[src/rtl/iss_pkg.sv]
// Package for the indexed sequence store: sizes, operation and status codes.
package iss_pkg;

  // Built-in capacity of the store.
  localparam int unsigned CAPACITY = 16;

  // Entry address and entry count widths follow from the capacity.
  localparam int unsigned IDX_W = (CAPACITY > 1) ? $clog2(CAPACITY) : 1;
  localparam int unsigned CNT_W = $clog2(CAPACITY + 1);

  // Fixed field widths of the request and result.
  localparam int unsigned OP_W     = 3;
  localparam int unsigned VAL_W    = 32;
  localparam int unsigned POS_W    = 5;
  localparam int unsigned STATUS_W = 2;
  localparam int unsigned LEN_W    = 5;

  // Width used to compare a position against the entry count.
  localparam int unsigned CMP_W = (CNT_W > POS_W) ? CNT_W : POS_W;

  typedef enum logic [OP_W-1:0] {
    OP_PUSH_FRONT = 3'd0,
    OP_PUSH_BACK  = 3'd1,
    OP_POP_FRONT  = 3'd2,
    OP_POP_BACK   = 3'd3,
    OP_INSERT_AT  = 3'd4,
    OP_REMOVE_AT  = 3'd5
  } op_e;

  typedef enum logic [STATUS_W-1:0] {
    ST_DONE  = 2'd0,
    ST_FULL  = 2'd1,
    ST_EMPTY = 2'd2,
    ST_RANGE = 2'd3
  } status_e;

endpackage

[src/rtl/indexed_sequence_store.sv]
// Indexed sequence store: ordered list with push, pop, insert and remove.
//
//   Channel | Direction | Handshake               | Payload
//   --------+-----------+-------------------------+--------------------------------------
//   in      | input     | in_valid_i / in_stall_o | operation_i, value_i, position_i
//   out     | output    | out_valid_o/out_stall_i | status_o, new_length_o, removed_value_o
//
// Sequence: a failed or unknown request goes from acceptance straight to the result state;
//   a successful one first shifts the entries between the position and the tail. Every moved
//   entry costs one read and one write of the entry memory (one write port, one read port),
//   stepped by one shared pointer adder and compare.
// The block takes no new request until the current one has been loaded into the result
//   register; a result waiting on out_stall_i does not block acceptance of the next request.
// Reset clears the entry count, the sequencer and the result valid; memory contents stay
//   undefined and are never read before being written.
module indexed_sequence_store (
  input  logic                           clk_i,
  input  logic                           rst_ni,
  input  logic                           in_valid_i,
  output logic                           in_stall_o,
  input  logic [iss_pkg::OP_W-1:0]       operation_i,
  input  logic signed [iss_pkg::VAL_W-1:0] value_i,
  input  logic [iss_pkg::POS_W-1:0]      position_i,
  output logic                           out_valid_o,
  input  logic                           out_stall_i,
  output logic [iss_pkg::STATUS_W-1:0]   status_o,
  output logic [iss_pkg::LEN_W-1:0]      new_length_o,
  output logic signed [iss_pkg::VAL_W-1:0] removed_value_o
);

  localparam int unsigned IDX_W = iss_pkg::IDX_W;
  localparam int unsigned CNT_W = iss_pkg::CNT_W;
  localparam int unsigned CMP_W = iss_pkg::CMP_W;
  localparam int unsigned VAL_W = iss_pkg::VAL_W;

  // Sequencer states, one-hot.
  typedef enum logic [5:0] {
    S_IDLE   = 6'b000001,  // wait for a request
    S_FETCH  = 6'b000010,  // read the entry a remove takes out
    S_GRAB   = 6'b000100,  // capture the removed value
    S_READ   = 6'b001000,  // check for the end of the shift, else read the next entry
    S_WRITE  = 6'b010000,  // write the read entry one place over, advance the pointer
    S_RESULT = 6'b100000   // load the result register
  } state_e;

  state_e state_q, state_d;

  // Control registers.
  logic [CNT_W-1:0] count_q, count_d;    // entries held
  logic [CNT_W-1:0] ptr_q, ptr_d;        // walking entry pointer
  logic [CNT_W-1:0] end_q, end_d;        // insert target position
  logic             ins_q, ins_d;        // current shift direction: insert moves up
  logic             out_valid_q, out_valid_d;

  // Payload registers.
  logic [VAL_W-1:0]            val_q;
  logic [VAL_W-1:0]            taken_q;
  logic [iss_pkg::STATUS_W-1:0] status_q;
  logic [iss_pkg::STATUS_W-1:0] res_status_q;
  logic [iss_pkg::LEN_W-1:0]   res_len_q;
  logic [VAL_W-1:0]            res_taken_q;

  // Entry memory: one write port, one read port with registered data.
  logic [VAL_W-1:0] entries_q [iss_pkg::CAPACITY];
  logic [VAL_W-1:0] rd_q;
  logic             mem_we, mem_re;
  logic [IDX_W-1:0] mem_waddr, mem_raddr;
  logic [VAL_W-1:0] mem_wdata;

  // Request decode.
  logic                          accept;
  logic                          is_ins, is_rem;
  logic [CMP_W-1:0]              pos_c, cnt_c;
  logic [iss_pkg::STATUS_W-1:0]  dec_status;

  // Shared step unit: one adder and one compare serve every shift.
  logic [CNT_W-1:0] nxt_ptr;
  logic             last;
  logic             res_load;

  assign accept     = in_valid_i && (state_q == S_IDLE);
  assign in_stall_o = (state_q != S_IDLE);

  always_comb begin
    is_ins = 1'b0;
    is_rem = 1'b0;
    cnt_c  = CMP_W'(count_q);
    pos_c  = '0;
    case (operation_i)
      iss_pkg::OP_PUSH_FRONT: begin
        is_ins = 1'b1;
      end
      iss_pkg::OP_PUSH_BACK: begin
        is_ins = 1'b1;
        pos_c  = cnt_c;
      end
      iss_pkg::OP_POP_FRONT: begin
        is_rem = 1'b1;
      end
      iss_pkg::OP_POP_BACK: begin
        is_rem = 1'b1;
        pos_c  = CMP_W'(count_q - CNT_W'(1));
      end
      iss_pkg::OP_INSERT_AT: begin
        is_ins = 1'b1;
        pos_c  = CMP_W'(position_i);
      end
      iss_pkg::OP_REMOVE_AT: begin
        is_rem = 1'b1;
        pos_c  = CMP_W'(position_i);
      end
      default: begin
        // unknown operation: report done, change nothing
      end
    endcase

    dec_status = iss_pkg::ST_DONE;
    if (is_ins) begin
      if (count_q == CNT_W'(iss_pkg::CAPACITY)) begin
        dec_status = iss_pkg::ST_FULL;
      end else if (pos_c > cnt_c) begin
        dec_status = iss_pkg::ST_RANGE;
      end
    end else if (is_rem) begin
      if (count_q == '0) begin
        dec_status = iss_pkg::ST_EMPTY;
      end else if (pos_c >= cnt_c) begin
        dec_status = iss_pkg::ST_RANGE;
      end
    end
  end

  // Step the pointer down for an insert, up for a remove.
  assign nxt_ptr = ins_q ? (ptr_q - CNT_W'(1)) : (ptr_q + CNT_W'(1));
  assign last    = ins_q ? (ptr_q == end_q) : (nxt_ptr == count_q);

  assign res_load = (state_q == S_RESULT) && (!out_valid_q || !out_stall_i);

  // Memory port control.
  always_comb begin
    mem_we    = 1'b0;
    mem_re    = 1'b0;
    mem_waddr = ptr_q[IDX_W-1:0];
    mem_raddr = nxt_ptr[IDX_W-1:0];
    mem_wdata = (state_q == S_READ) ? val_q : rd_q;
    case (state_q)
      S_FETCH: begin
        mem_re    = 1'b1;
        mem_raddr = ptr_q[IDX_W-1:0];
      end
      S_READ: begin
        if (last) begin
          // insert drops the new value into the freed slot
          mem_we = ins_q;
        end else begin
          mem_re = 1'b1;
        end
      end
      S_WRITE: begin
        mem_we = 1'b1;
      end
      default: begin
      end
    endcase
  end

  always_ff @(posedge clk_i) begin
    if (mem_we) begin
      entries_q[mem_waddr] <= mem_wdata;
    end
    if (mem_re) begin
      rd_q <= entries_q[mem_raddr];
    end
  end

  // Sequencer next state.
  always_comb begin
    state_d     = state_q;
    count_d     = count_q;
    ptr_d       = ptr_q;
    end_d       = end_q;
    ins_d       = ins_q;
    out_valid_d = out_valid_q && out_stall_i;
    case (state_q)
      S_IDLE: begin
        if (accept) begin
          ins_d = is_ins;
          end_d = pos_c[CNT_W-1:0];
          if (dec_status != iss_pkg::ST_DONE || !(is_ins || is_rem)) begin
            state_d = S_RESULT;
          end else if (is_ins) begin
            // start at the slot just past the tail and walk down
            ptr_d   = count_q;
            state_d = S_READ;
          end else begin
            ptr_d   = pos_c[CNT_W-1:0];
            state_d = S_FETCH;
          end
        end
      end
      S_FETCH: begin
        state_d = S_GRAB;
      end
      S_GRAB: begin
        state_d = S_READ;
      end
      S_READ: begin
        if (last) begin
          count_d = ins_q ? (count_q + CNT_W'(1)) : (count_q - CNT_W'(1));
          state_d = S_RESULT;
        end else begin
          state_d = S_WRITE;
        end
      end
      S_WRITE: begin
        ptr_d   = nxt_ptr;
        state_d = S_READ;
      end
      S_RESULT: begin
        if (res_load) begin
          out_valid_d = 1'b1;
          state_d     = S_IDLE;
        end
      end
      default: begin
        state_d = S_IDLE;
      end
    endcase
  end

  always_ff @(posedge clk_i or negedge rst_ni) begin
    if (!rst_ni) begin
      state_q     <= S_IDLE;
      count_q     <= '0;
      ptr_q       <= '0;
      end_q       <= '0;
      ins_q       <= 1'b0;
      out_valid_q <= 1'b0;
    end else begin
      state_q     <= state_d;
      count_q     <= count_d;
      ptr_q       <= ptr_d;
      end_q       <= end_d;
      ins_q       <= ins_d;
      out_valid_q <= out_valid_d;
    end
  end

  // Request payload and result register.
  always_ff @(posedge clk_i) begin
    if (accept) begin
      val_q    <= value_i;
      status_q <= dec_status;
      taken_q  <= '0;
    end
    if (state_q == S_GRAB) begin
      taken_q <= rd_q;
    end
    if (res_load) begin
      res_status_q <= status_q;
      res_len_q    <= iss_pkg::LEN_W'(count_q);
      res_taken_q  <= taken_q;
    end
  end

  assign out_valid_o     = out_valid_q;
  assign status_o        = res_status_q;
  assign new_length_o    = res_len_q;
  assign removed_value_o = res_taken_q;

endmodule
[config.mk]
export PLATFORM = sky130hd
export DESIGN_NAME = indexed_sequence_store
export DESIGN_NICKNAME = d
export VERILOG_FILES = /design/src/rtl/iss_pkg.sv /design/src/rtl/indexed_sequence_store.sv
export SDC_FILE = /design/constraint.sdc
export NUM_CORES = 1
export LEC_CHECK = 0
export BUFFER_PORTS_ARGS = -buffer_cell sky130_fd_sc_hd__buf_2
export CORE_UTILIZATION = 40
export DETAILED_ROUTE_END_ITERATION = 8
export GPL_TIMING_DRIVEN = 0
export PLACE_DENSITY_LB_ADDON = 0.05
export SLEW_MARGIN = 25
export SYNTH_ARGS = -nofsm -noshare
export SYNTH_HDL_FRONTEND = slang
export SYNTH_SLANG_ARGS = --single-unit
[constraint.sdc]
create_clock -name clk_i -period 7.3 [get_ports clk_i]
set_clock_uncertainty 0.05 [all_clocks]
set_input_delay 1.46 -clock clk_i [delete_from_list [all_inputs] [get_ports clk_i]]
set_output_delay 1.46 -clock clk_i [all_outputs]
set_load 0.02 [all_outputs]
# --- Yosys cells after proc, flatten, opt, wreduce, memory -nomap -nowiden ---
# Memory sizes are Yosys's and may differ from the RTL's. A register that Yosys moved wholly into a read port is not among the register bits.
# Index checks and enable logic that the tools add are counted.
word_totals:
  output_inout_bits: 41
  mem_count: 1
  elab_cells: 93
  register_bits: 128
  ram_bits: 512
  inputBits: 44
classes:
  n_reduce_logical: 22
  addsub: 4
  order_cmp: 2
  muxes: 34
  n_eq_ne: 18
mem_list:
  columns: ["memory", "words", "word_bits", "read_ports", "rd_ports_with_merged_regs", "wr", "line_no", "text"]
  rows:
  - ["entries_q", 16, 32, 1, 1, 1, "indexed_sequence_store.sv:64", "logic [VAL_W-1:0] entries_q [iss_pkg::CAPACITY];"]
ops:
  columns: ["op", "count"]
  rows:
  - ["32-bit two-way mux", 3]
  - ["6-bit one-hot mux with 5 select lines", 1]
  - ["5-bit two-way mux", 5]
  - ["6-bit two-way mux", 4]
  - ["5-bit one-hot mux with 3 select lines", 1]
  - ["2-bit two-way mux", 6]
  - ["5-bit by 1-bit adder with 5-bit output, second input constant", 2]
  - ["5-bit == test", 2]
  - ["5-bit one-hot mux with 2 select lines", 1]
  - ["5-bit by 1-bit subtractor with 5-bit output, second input constant", 2]
  - ["1-bit two-way mux", 9]
  - ["4-bit two-way mux", 2]
  - ["3-bit by 2-bit == test with 1-bit output, second input constant", 2]
  - ["3-bit == test, second input constant", 2]
  - ["6-bit by 1-bit == test with 1-bit output, second input constant", 1]
  - ["6-bit by 2-bit == test with 1-bit output, second input constant", 1]
  - ["6-bit by 3-bit == test with 1-bit output, second input constant", 1]
  - ["6-bit by 4-bit == test with 1-bit output, second input constant", 1]
  - ["6-bit by 5-bit == test with 1-bit output, second input constant", 1]
  - ["6-bit == test, second input constant", 1]
  - ["2-bit != test, second input constant", 3]
  - ["6-bit by 1-bit != test with 1-bit output, second input constant", 1]
  - ["2-bit AND reduction", 3]
  - ["2-bit nonzero test", 3]
  - ["13 further kinds", 22]

# --- Depth between registers and ports, before layout ---
logic_depth:
  word_depth: 13
  mapped_depth: 13

# --- Worst setup path before layout ---
# Ideal clock, no wire load.
synth_timing:
  path_type: "register to register"
  startpoint: "reg state_q[1]"
  endpoint: "mem entries_q[12][0] (enable)"
  arrival_time_ns: 4.796
  path_buffers: 0
  setup_slack_ns: 1.952
  required_time_ns: 6.748
  stages_incl_launch_ff: 5
  cell_sequence: "dfrtp_1 -> or4_1 -> nor3b_1 -> a31oi_1 -> nor4_1"
synth_via:
  elab_chain_len: 4
  word_cells_on_any_way: 5
  cone_classes: "eq/ne: 2; mux: 3"
synth_lines:
  columns: ["element", "line_no", "text"]
  rows:
  - ["start, declared", "indexed_sequence_store.sv:46", "state_e state_q, state_d;"]
  - ["start signal, assigned", "indexed_sequence_store.sv:240", "state_q <= state_d;"]
  - ["6-bit by 5-bit == test with 1-bit output / 6-bit by 4-bit == test with 1-bit output (equally long branches)", "indexed_sequence_store.sv:146", "case (state_q)"]
  - ["1-bit one-hot mux with 2 select lines *", "indexed_sequence_store.sv:146", null]
  - ["1-bit two-way mux *", "indexed_sequence_store.sv:168", "if (mem_we) begin"]
  - ["1-bit two-way mux (implied by the code) *", "indexed_sequence_store.sv:169", "entries_q[mem_waddr] <= mem_wdata;"]
  - ["end, declared", "indexed_sequence_store.sv:64", null]
# Every way passes the cells marked *; elsewhere a longest branch is shown, timed or not.

# --- Final worst setup path ---
layout_timing:
  startpoint: "in operation_i[1] (netlist bit)"
  endpoint: "reg ptr_q[0]"
layout_via:
  elab_chain_len: 12
  word_cells_on_any_way: 30
  cone_classes: "order compare: 2; eq/ne: 6; mux: 13; reduce/logical: 9"
layout_lines:
  columns: ["element", "line_no", "text"]
  rows:
  - ["start, declared", "indexed_sequence_store.sv:21", "input logic [iss_pkg::OP_W-1:0] operation_i,"]
  - ["3-bit == test", "indexed_sequence_store.sv:89", "case (operation_i)"]
  - ["2-bit OR reduction (no source line)", null, null]
  - ["5-bit one-hot mux with 3 select lines *", "indexed_sequence_store.sv:89", null]
  - ["named net pos_c[3]", "indexed_sequence_store.sv:73", "logic [CMP_W-1:0] pos_c, cnt_c;"]
  - ["5-bit >= comparator", "indexed_sequence_store.sv:127", "end else if (pos_c >= cnt_c) begin"]
  - ["2-bit two-way mux", "indexed_sequence_store.sv:127", null]
  - ["2-bit two-way mux", "indexed_sequence_store.sv:125", "if (count_q == '0) begin"]
  - ["2-bit two-way mux", "indexed_sequence_store.sv:124", "end else if (is_rem) begin"]
  - ["2-bit two-way mux *", "indexed_sequence_store.sv:118", "if (is_ins) begin"]
  - ["2-bit nonzero test *", "indexed_sequence_store.sv:189", "if (dec_status != iss_pkg::ST_DONE || !(is_ins || is_rem)) begin"]
  - ["1-bit logical OR *", "indexed_sequence_store.sv:189", null]
  - ["2-bit != test (no source line) *", null, null]
  - ["3-bit AND reduction (no source line) *", null, null]
  - ["end signal, assigned", "indexed_sequence_store.sv:242", "ptr_q <= ptr_d;"]
  - ["end, declared", "indexed_sequence_store.sv:50", "logic [CNT_W-1:0] ptr_q, ptr_d;"]
# Mark *: on every way through the listed nets, which the timed path passes. The rest lies on a longest branch. The select of a mux whose other input is x is not followed.
# A chain may end at the register's enable or synchronous reset.

==> results list <==
- Outcome: finished, final reports clean
- Final routed DRC violation total: 0
* Quantity of gates resized following cts: 0
- Per-cell via count in the routed design: 5.37
* Count of vias placed by the detailed router: 15479
* Number of standard-cell rows in the floorplan: 98
* Worst path arrival time: 4.77 ns
- Post-route cell area: 0.0340 mm²
- Maximum vdd drop: 0.262 mV
* Share of layout cells above drive strength 1: 0.247
- The share of total power dissipated in combinational logic is 0.433.
- Switch share: 0.357
- Dividing total power by cell area gives a power density of 442 mW/mm².
* Hold path startpoint: taken_q[20]
- The final layout contains 1927 nets.
- In this run, the number of DRC markers left after iteration 0 of detailed routing was 1046.
* Grt total ovfl: 0
- Flop-to-flop setup slack: 3.03 ns
* Leading register cell type out of synthesis: sky130_fd_sc_hd__edfxtp_1
- Once placement finished, the instance area stood at 0.0315 mm².
- Minimum period implied by the final worst setup slack: 4.34 ns
- Total net switching power: 0.00537 W
- Maximum clock rate: 230 MHz
- The internal power of the cells totals 0.00967 W.
- The layout has 6140 filler cells.
- The share of synthesized area in the top cell type comes to 0.671.
- The final hold violation count is 0.
- Required @ worst endpoint: 7.73 ns
* DRT antenna net count: 0
* Launch instance of the worst register-to-register path: state_q[1]
- Count of hold-fix buffers inserted at cts: 0
- During placement, the flow inserted port buffers numbering 83.
- Post-synth ARST share: 0.0342
* Max-cap check violation count: 0
- Leakage power total: 12.1 nW
- The number of global-route vias before repair is 16609.
- Maximum number of pins on one net before global-route repair: 33
- The setup path with the least slack is of type primary input to flip-flop.
- Counting every net in the synthesized netlist gives 1667.
* Mapped cell area: 0.0290 mm²
* TritonCTS sink count: 672
- The worst register-to-register path ends at entries_q[15][13].
* Number of distinct library cells after synthesis: 59
- Measured in cells, the most critical reg-to-reg path has a length of 9.
- Of the total power, the clock network draws 0.252.
* Starting density of the core: 0.406
- HPWL after detailed placement: 50500 µm
- The worst hold path terminates at removed_value_o[20].
* Sequential area share after synthesis: 0.691
- Along the worst hold path, the cell count comes to 0.
* Final WL: 73000 µm
- Diodes inserted: 0
- Of the total power, registers draw 0.315.
* Transition time of the tightest slew-check pin: 1.12 ns
- In the finished design, the share of the clock period the worst path needs comes to 0.594.
* Hold crit path type: flip-flop to flip-flop
- The die covers 0.0737 mm².
* Sort of element at the end of the critical path: flip-flop
- Number of slew-limit violations in the final report: 0
- Inserted Clock Buffers: 77
- Leaving out fill and tap cells, the most frequent cell in the layout is sky130_fd_sc_hd__edfxtp_1.
* Total I/O pin count: 85
- The pre-antenna-repair detailed-routing pass consisted of 5 iterations.
- Crit Path Max Fanout: 10
* Relative area change from synthesis to final layout: 17.1%
- Setup repair after global routing left no endpoint under its margin.
- Counting along the longest clock path gives a buffer depth of 3.
- Clock tree from TritonCTS: done
- Setup violations remaining at the end of the flow were counted as 0.
- Averaged over all synthesized cells, the footprint is 18.0 µm².
- In this run the post-CTS setup repair buffer count came out at 0.
* Antenna violations before repair: 0
- Number of enable flip-flop cells after synthesis: 649
- By area the synthesized netlist is led by sky130_fd_sc_hd__edfxtp_1 67%, sky130_fd_sc_hd__mux2i_1 13%, sky130_fd_sc_hd__mux4_2 7.3%.
* Cells after Synth: 1611
- Measured along the x axis, the die boundary spans 271 µm.
- Measured along the y axis, the die boundary spans 271 µm.
* Most frequent cells in the layout: 649 x sky130_fd_sc_hd__edfxtp_1, 388 x sky130_fd_sc_hd__mux2i_1, 139 x sky130_fd_sc_hd__buf_2
* Max H-tree Level: 3
* Startpoint kind of the worst setup timing path: primary input
- Synth area leader: sky130_fd_sc_hd__edfxtp_1
- Clk_lat worst skew: 0.61 ns
* Clock slew at the register clock pins of the worst setup and hold paths: 0.06 ns
- Final GP Congestion: 0.797
* CORE AREA: 0.0716 mm²
- Synthesis-stage register bit count: 672
- Clock root buffer master: sky130_fd_sc_hd__clkbuf_16
* Routed length per placed instance: 25.3 µm
* Finished Core Util: 0.475
- In this run the tightest slew margin relative to its limit is 0.252.
* Overall track demand over capacity in global routing: 0.201
* Synthesis Warnings: 0
- Wire length of the first global-routing pass: 108000 µm
==> sequential cells by signal (all words and copies together) (netlist names), 5 cells and up <==
signal	flops
entries_q	512
rd_q	32
removed_value_o	32
taken_q	32
val_q	32
state_q	6
cnt_c	5
end_q	5
new_length_o	5
ptr_q	5
==> power groups by stage <==
stage	Combinational (W)	Sequential, W	Clock (W)
3_3_place_gp	0.00651	0.00482	0
6_report	0.00651	0.00473	0.00379
2_1_floorplan	0.00446	0.00482	0
5_1_grt	0.00700	0.00475	0.00403
4_1_cts	0.00666	0.00473	0.00389
3_5_place_dp	0.00664	0.00481	0
==> kinds of logic after synthesis <==
kind of cell / Yosys count / share of synthesized area
AOI/OAI and AO/OA: 81 / 0.0197
xor gates and xnor gates: 23 / 0.00853
adders and majority gates: 12 / 0.00543
buffers and inverters: 105 / 0.0185
DFF: 672 / 0.691
muxes: 520 / 0.223
and+or+nand+nor: 198 / 0.0342
==> metal layers <==
metal | global-route usage | part of all wire
met3 | 0.0280 | 0.039
met2 | 0.339 | 0.49
met4 | 0.0600 | 0.021
met5 | 0 | 0
met1 | 0.272 | 0.45
==> how the worst max path moves through the flow <==
stage / slack, ns / end / from
after global placement: -3.85 / entries_q[2][14] / state_q[1]
after floorplan: 1.95 / entries_q[12][0] / state_q[1]
after CTS: 3.01 / entries_q[15][14] / state_q[1]
after global routing: 2.58 / ptr_q[0] / operation_i[1]
final: 2.96 / ptr_q[0] / operation_i[1]
after detailed placement: 2.41 / ptr_q[2] / operation_i[1]
==> through the flow <==
stage / worst slack, ns / hold WS [ns] / setup TNS [ns] / cells / power (W)
global placement: -3.85 / 0.352 / -1229.31 / 2644 / 0.0113
finish: 2.96 / 0.366 / 0 / 2883 / 0.0150
floorplan: 1.95 / 0.350 / 0 / 1611 / 0.00928
detailed placement: 2.41 / 0.355 / 0 / 2742 / 0.0114
CTS: 3.01 / 0.368 / 0 / 2883 / 0.0153
global route: 2.58 / 0.375 / 0 / 2883 / 0.0158
==> critical path, stage by stage <==
cell	delay, ns
sky130_fd_sc_hd__buf_2	0.11
sky130_fd_sc_hd__clkbuf_1	0.32
sky130_fd_sc_hd__nand4_1	0.16
sky130_fd_sc_hd__xnor2_1	0.14
sky130_fd_sc_hd__o21ai_0	0.51
sky130_fd_sc_hd__ha_1	0.35
sky130_fd_sc_hd__a21o_1	0.16
sky130_fd_sc_hd__a21oi_1	0.25
sky130_fd_sc_hd__nand4_1	0.23
sky130_fd_sc_hd__a2111oi_4	0.67
sky130_fd_sc_hd__nor3_1	0.10
sky130_fd_sc_hd__a211oi_1	0.30
==> Yosys cell counts (3+ instances only) <==
cell,instances
sky130_fd_sc_hd__inv_1,9
sky130_fd_sc_hd__nor4_1,9
sky130_fd_sc_hd__nor3_1,15
sky130_fd_sc_hd__a21oi_1,12
sky130_fd_sc_hd__dfrtp_1,22
sky130_fd_sc_hd__xor2_1,7
sky130_fd_sc_hd__a21o_1,5
sky130_fd_sc_hd__nor2_1,15
sky130_fd_sc_hd__clkbuf_1,58
sky130_fd_sc_hd__o21ai_0,10
sky130_fd_sc_hd__nor3b_1,3
sky130_fd_sc_hd__mux4_2,94
sky130_fd_sc_hd__buf_12,5
sky130_fd_sc_hd__a211oi_1,6
sky130_fd_sc_hd__nand4_1,7
sky130_fd_sc_hd__and2_1,32
sky130_fd_sc_hd__nand3b_1,4
sky130_fd_sc_hd__or4_1,3
sky130_fd_sc_hd__buf_4,6
sky130_fd_sc_hd__nand2_1,86
sky130_fd_sc_hd__xnor2_1,13
sky130_fd_sc_hd__o22ai_1,3
sky130_fd_sc_hd__edfxtp_1,649
sky130_fd_sc_hd__buf_2,15
sky130_fd_sc_hd__nand2b_1,5
sky130_fd_sc_hd__and3_1,4
sky130_fd_sc_hd__mux2i_1,388
sky130_fd_sc_hd__a22oi_1,34
sky130_fd_sc_hd__ha_1,11
sky130_fd_sc_hd__mux2_2,35
sky130_fd_sc_hd__buf_1,5
sky130_fd_sc_hd__nor2b_1,5
sky130_fd_sc_hd__clkbuf_4,3
==> cell type report <==
cell class              instances  area [µm²]  share of cell area
flip-flops and latches        672       20100               0.590
multi-input cells             834        8560               0.252
clock buffers                 100        2060              0.0604
well taps                     950        1190              0.0349
repair buffers                181        1180              0.0346
plain buffers                  93         495              0.0146
clock inverters                41         422              0.0124
inverters                      12        48.8             0.00143
No activity file was read; power rests on OpenSTA's default activity.
